**config.mk**
```make
export PLATFORM = sky130hd
export DESIGN_NAME = ekt_rmw
export DESIGN_NICKNAME = d
export VERILOG_FILES = /design/src/rtl/expected_key_tracker_assert.svh /design/src/rtl/ekt_pkg.sv /design/src/rtl/ekt_rmw.sv
export SDC_FILE = /design/constraint.sdc
export NUM_CORES = 1
export LEC_CHECK = 0
export BUFFER_PORTS_ARGS = -buffer_cell sky130_fd_sc_hd__buf_2
export CELL_PAD_IN_SITES_DETAIL_PLACEMENT = 1
export CELL_PAD_IN_SITES_GLOBAL_PLACEMENT = 2
export CORE_UTILIZATION = 24
export DETAILED_ROUTE_END_ITERATION = 16
export MAX_ROUTING_LAYER = met4
export PLACE_DENSITY = 0.85
export RECOVER_POWER = 50
export SLEW_MARGIN = 20
export SYNTH_ARGS = -nofsm -noshare
export SYNTH_HDL_FRONTEND = slang
export SYNTH_SLANG_ARGS = --single-unit
```
**constraint.sdc**
```tcl
create_clock -name vclk -period 5.57
set_clock_uncertainty 0.05 [all_clocks]
set_input_delay 0.2785 -clock vclk [all_inputs]
set_output_delay 0.2785 -clock vclk [all_outputs]
set_load 0.01 [all_outputs]
```
**src/rtl/expected_key_tracker_assert.svh**
```systemverilog
// assertion macros for the expected key tracker rtl
`ifndef EXPECTED_KEY_TRACKER_ASSERT_SVH
`define EXPECTED_KEY_TRACKER_ASSERT_SVH

// same-cycle implication, sampled on clk, off while rst_n is low
`define EKT_ASSERT_IMP(lbl, ante, cons, msg) \
  lbl: assert property (@(posedge clk) disable iff (!rst_n) (ante) |-> (cons)) \
    else $error(msg);

// next-cycle implication, sampled on clk, off while rst_n is low
`define EKT_ASSERT_NXT(lbl, ante, cons, msg) \
  lbl: assert property (@(posedge clk) disable iff (!rst_n) (ante) |=> (cons)) \
    else $error(msg);

`endif

```
**src/rtl/ekt_pkg.sv**
```systemverilog
// types and constants shared by the expected key tracker
`default_nettype none

package ekt_pkg;

  localparam logic [1:0] OP_ADD      = 2'd0;
  localparam logic [1:0] OP_CLEAR    = 2'd1;
  localparam logic [1:0] OP_CLEAR_CH = 2'd2;
  localparam logic [1:0] OP_PRESS    = 2'd3;

  localparam logic [1:0] RES_NONE     = 2'd0;
  localparam logic [1:0] RES_EXPECTED = 2'd1;
  localparam logic [1:0] RES_SKIPPED  = 2'd2;

  localparam logic [0:0] REG_KEEP_LIT       = 1'b0;
  localparam logic [0:0] REG_HOLD_WINDOW_US = 1'b1;

  localparam logic [31:0] HOLD_WINDOW_RESET = 32'd100000;
  localparam logic [8:0]  COUNT_MAX         = 9'd511;

  typedef struct packed {
    logic [1:0]  operation;
    logic [7:0]  pitch;
    logic [6:0]  velocity;
    logic [3:0]  channel;
    logic        all_channels;
    logic [7:0]  future;
    logic        mark;
    logic [31:0] now_us;
  } in_item_t;

  typedef struct packed {
    logic [1:0] press_result;
    logic [7:0] skipped_distance;
    logic [8:0] pending_count;
  } out_item_t;

  // one table entry; liveness is kept in flip-flops outside the memory
  typedef struct packed {
    logic        pressed;
    logic [6:0]  velocity;
    logic [3:0]  channel;
    logic [7:0]  future;
    logic        marked;
    logic [31:0] release_time;
  } entry_t;

  // update decided for one entry
  typedef struct packed {
    logic       mem_we;
    entry_t     wdata;
    logic       live_wr;
    logic       live_val;
    logic [8:0] count_nxt;
    logic [1:0] press_result;
    logic [7:0] skipped_distance;
  } rmw_t;

endpackage

`default_nettype wire

```
**src/rtl/ekt_rmw.sv**
```systemverilog
// per-entry update rules for add, clear and key press
`default_nettype none

module ekt_rmw import ekt_pkg::*; (
  input  wire in_item_t    item,
  input  wire entry_t      rd,
  input  wire logic        live,
  input  wire logic        in_range,
  input  wire logic [8:0]  count,
  input  wire logic        keep_lit,
  input  wire logic [31:0] hold_window_us,
  output      rmw_t        dec
);

  logic        is_exp;
  logic        is_prs;
  logic        clr_one;
  logic        clr_mark;
  logic        add_go;
  logic        had_mark;
  logic        up;
  logic        dn;
  logic [31:0] age;
  logic [8:0]  c_up;

  assign is_exp = live && !rd.pressed;
  assign is_prs = live && rd.pressed;
  assign age    = item.now_us - rd.release_time;

  always_comb begin
    dec.mem_we           = 1'b0;
    dec.wdata            = rd;
    dec.live_wr          = 1'b0;
    dec.live_val         = live;
    dec.press_result     = RES_NONE;
    dec.skipped_distance = 8'd0;
    clr_one  = 1'b0;
    clr_mark = 1'b0;
    add_go   = 1'b0;
    had_mark = 1'b0;
    up       = 1'b0;
    dn       = 1'b0;
    if (in_range) begin
      case (item.operation)
        OP_ADD: begin
          if (item.velocity == 7'd0) begin
            clr_one = 1'b1;
          end else begin
            add_go = 1'b1;
            if (is_exp) begin
              if (item.velocity == rd.velocity && item.channel == rd.channel &&
                  item.future == rd.future) begin
                add_go = 1'b0;
              end else if (item.future == 8'd0 && rd.future != 8'd0) begin
                up       = 1'b1;
                had_mark = rd.marked;
              end else if (item.future > rd.future ||
                           (item.future == rd.future && item.velocity < rd.velocity)) begin
                add_go = 1'b0;
              end
            end else if (item.future == 8'd0) begin
              up = 1'b1;
            end
            if (add_go) begin
              dec.mem_we             = 1'b1;
              dec.wdata.pressed      = 1'b0;
              dec.wdata.velocity     = item.velocity;
              dec.wdata.channel      = item.channel;
              dec.wdata.future       = item.future;
              dec.wdata.marked       = 1'b0;
              dec.wdata.release_time = 32'd0;
              dec.live_wr            = 1'b1;
              dec.live_val           = 1'b1;
              // re-added as current soon after its release: cancel it
              if (had_mark && age < hold_window_us) begin
                dn           = 1'b1;
                dec.live_val = 1'b0;
              end
            end
          end
        end
        OP_CLEAR: begin
          clr_one  = 1'b1;
          clr_mark = item.mark;
        end
        OP_PRESS: begin
          if (item.velocity != 7'd0 && is_exp) begin
            if (rd.future == 8'd0) begin
              dec.press_result = RES_EXPECTED;
              dn = 1'b1;
              if (keep_lit) begin
                dec.mem_we        = 1'b1;
                dec.wdata.pressed = 1'b1;
              end else begin
                dec.live_wr  = 1'b1;
                dec.live_val = 1'b0;
              end
            end else if (count == 9'd0) begin
              dec.press_result     = RES_SKIPPED;
              dec.skipped_distance = rd.future;
              clr_one  = 1'b1;
              clr_mark = 1'b1;
            end
          end
        end
        default: begin
        end
      endcase
    end
    if (clr_one) begin
      if (is_prs) begin
        dec.live_wr  = 1'b1;
        dec.live_val = 1'b0;
      end else if (is_exp) begin
        if (rd.future == 8'd0) begin
          dn           = 1'b1;
          dec.live_wr  = 1'b1;
          dec.live_val = 1'b0;
        end else if (clr_mark) begin
          dec.mem_we             = 1'b1;
          dec.wdata.marked       = 1'b1;
          dec.wdata.release_time = item.now_us;
        end
      end
    end
    // saturating count: rise first, then fall
    c_up          = (up && count != COUNT_MAX) ? count + 9'd1 : count;
    dec.count_nxt = (dn && c_up != 9'd0) ? c_up - 9'd1 : c_up;
  end

endmodule

`default_nettype wire
```
==> results.yml <==
synthesis:
  yosysWarnings: 0
  ys_types: 67
  syn_nets: 907
  syn_area_um2: 4550
  netlist_instances: 661
  yosysSeqAreaShare_pct: 0
  syn_avg_cell_area_um2: 6.88
drt:
  firstDrtPassIters: 6
  initialDrtViolationCount: 109
  vias: 5506
  via_per_inst: 4.98
  drc: 0
  routedWlPerCell_um: 15.0
  ant_nets: 0
  finalWirelength_mm: 16.6
final_layout:
  clkbuf_count: 0
  nets: 1124
  drive_gt1_share_pct: 28.1
  postLayoutCellArea_um2: 5960
  regArea_um2: 0
  nFillCells: 2437
  final_util_pct: 32.6
  area_growth_pct: 31.0
  antenna_cells: 0
  design.seq.count: 0
placed_design:
  io_buffers: 226
  dp_hpwl_mm: 14.6
  finalWeightedCongestion: 0.817
  place_area_um2: 5950
sta:
  relSlewSlack_pct: 3.54
  setup_violations: 0
  setup_tns_ns: 0
  period_needed_ns: 5.20
  fin_crit_sh_pct: 93.4
  final_max_slew_viol_count: 0
  rsz0062_at_grt: "false"
  hold_viol: 0
  fmax_mhz: 192
  tightest_slew_ns: 1.43
global_route:
  grt_first_pass_wirelength_mm: 26.4
  grt_use_total_pct: 16.5
  grt_pass1_vias: 5427
  antenna_found_initial: 0
  grt_start_max_net_pins: 42
  grt_overflow: 0
pwr:
  peakVddDrop_v: 0.0000290
  power.density_nw_per_um2: 93.8
  power_uw: 559
  p_leak_uw: 0.00316
min_path:
  min_path_type: "primary input to primary output"
setup_path:
  cp_num_cells: 24
  cp_max_fo: 9
  cpPeakStageDelay_ns: 0.41
  arrival_ns: 4.87
  critical_path_class: "primary input to primary output"
  cp_num_buf_inv: 6
  required_ns: 5.24
  cp-end-kind: "primary output"
  crit_chain: "buf_2 -> inv_1 -> ha_1 -> inv_1 -> fa_1 -> a21oi_2 -> o21ai_1 -> a21o_1 -> a311oi_1 -> buf_4 -> o211ai_1 -> a21o_1 -> a21oi_1 -> xnor2_1 -> ha_1 -> and4_1 -> a221oi_2 -> buf_4 -> nand3_1 -> or3b_1 -> o311ai_4 -> nand2_1 -> mux2i_1 -> buf_2"
  cp-endpoint: "dec[11]"
  slowest_stage: "fa_1"
  cp-start-kind: "primary input"
  crit_family: "compound AO/OA/AOI/OAI gates"
  cp-startpoint: "item[0]"
die:
  die_area_um2: 19500
  io_pins: 235
  coreArea_um2: 18300
  chipHeight_um: 140
  rows: 49
  start_util_pct: 24.9
  die_x_um: 140
run_status:
  run_status: "complete, no violations"
flow_run:
  max_cap_violations: 0
[synth_stat cells, types with 3 or more instances]
library cell	count	share of area [%]
o211a_1	3	0.66
or4_1	3	0.50
o21a_1	7	1.2
o2111ai_1	3	0.58
o22ai_1	3	0.41
a2111oi_0	3	0.58
nand2b_1	7	0.96
a21o_1	15	2.5
and2_1	4	0.55
nor3_1	4	0.44
o21ai_0	24	2.6
o31ai_1	32	5.3
and4_1	10	1.9
clkbuf_1	21	1.7
xor2_1	20	3.9
nor4_1	10	1.4
xnor2_1	24	4.6
and3_1	17	2.3
mux2_2	20	5.0
nor2_1	22	1.8
nor2b_1	7	0.96
nand3_1	20	2.2
ha_1	85	23
or2_2	3	0.41
mux2i_1	4	0.88
nand4_1	9	1.2
or3_1	5	0.69
o21ai_1	4	0.44
a31oi_1	6	0.83
o211ai_1	5	0.83
a21oi_1	40	4.4
inv_1	95	7.8
nand2_1	79	6.5
o21bai_1	5	0.83
[routing by layer]
layer	global-route usage [%]	part of all wire [%]
met3	1.45	4.9
met1	18.9	44
met4	0.347	0.24
met5	-	0
met2	32.3	51
[layout make-up]
type                            instances  area (µm²)  area share [%]
Tap cell                              229         287            4.81
Timing Repair Buffer                  237        1170            19.7
Multi-Input combinational cell        544        4140            69.5
Inverter                               95         357            5.99
[power by group]
part           leakage (µW)  switching, µW  total (µW)  internal (µW)
sequential                0              0           0              0
combinational       0.00316            304         559            255
clock                     0              0           0              0
[cell usage in the layout, fill, tap and decap left out, types with 4 or more instances in the layout]
master,n
buf_4,10
o21ai_0,23
o31ai_1,32
nand4_1,9
nor4_1,11
and3_1,17
o21ai_1,5
a21o_1,15
nand2_1,79
nor2b_1,7
mux2_2,20
mux2i_1,4
or4_1,4
inv_1,95
a31oi_1,5
o21bai_1,5
buf_2,195
xor2_1,20
ha_1,85
o21a_1,7
nand3_1,20
clkbuf_1,31
nand2b_1,7
o211ai_1,5
nor2_1,23
xnor2_1,24
or3_1,5
and4_1,10
a21oi_1,39
[stage by stage]
stage          hold slack (ns)  setup WS [ns]  std cells
3_3_place_gp             0.814          0.148       1104
5_1_grt                  0.834         0.0126       1105
2_1_floorplan            0.622          0.954        661
4_1_cts                  0.817         0.0351       1104
6_report                 0.812          0.368       1105
3_5_place_dp             0.812        0.00324       1104
[cells by family after synthesis]
group | count (synthesis) | share of synthesized area (%)
buf+inv | 117 | 9.82
xor+xnor | 44 | 8.48
simple gates | 212 | 25.0
fa+ha+maj | 86 | 23.8
mux | 26 | 6.47
compound gates | 176 | 26.4
[timing repair]
action / CTS / global route
resized for setup: 1 / 10
gates cloned: 0 / 0
hold buffers: 0 / 0
setup endpoints to repair: 2 / 9
setup buffers: 0 / 1
pin swaps: 0 / 2
[how the worst min path moves through the flow]
stage / startpoint / endpoint / slack (ns) / cells past startpoint
after CTS: item[13] / dec[34] / 0.82 / 4
after global placement: item[10] / dec[31] / 0.81 / 4
after floorplan: rd[52] / dec[73] / 0.62 / 2
after global routing: item[14] / dec[35] / 0.83 / 4
final: item[5] / dec[26] / 0.81 / 4
after detailed placement: item[13] / dec[34] / 0.81 / 4
No activity file was read; power rests on OpenSTA's default activity.
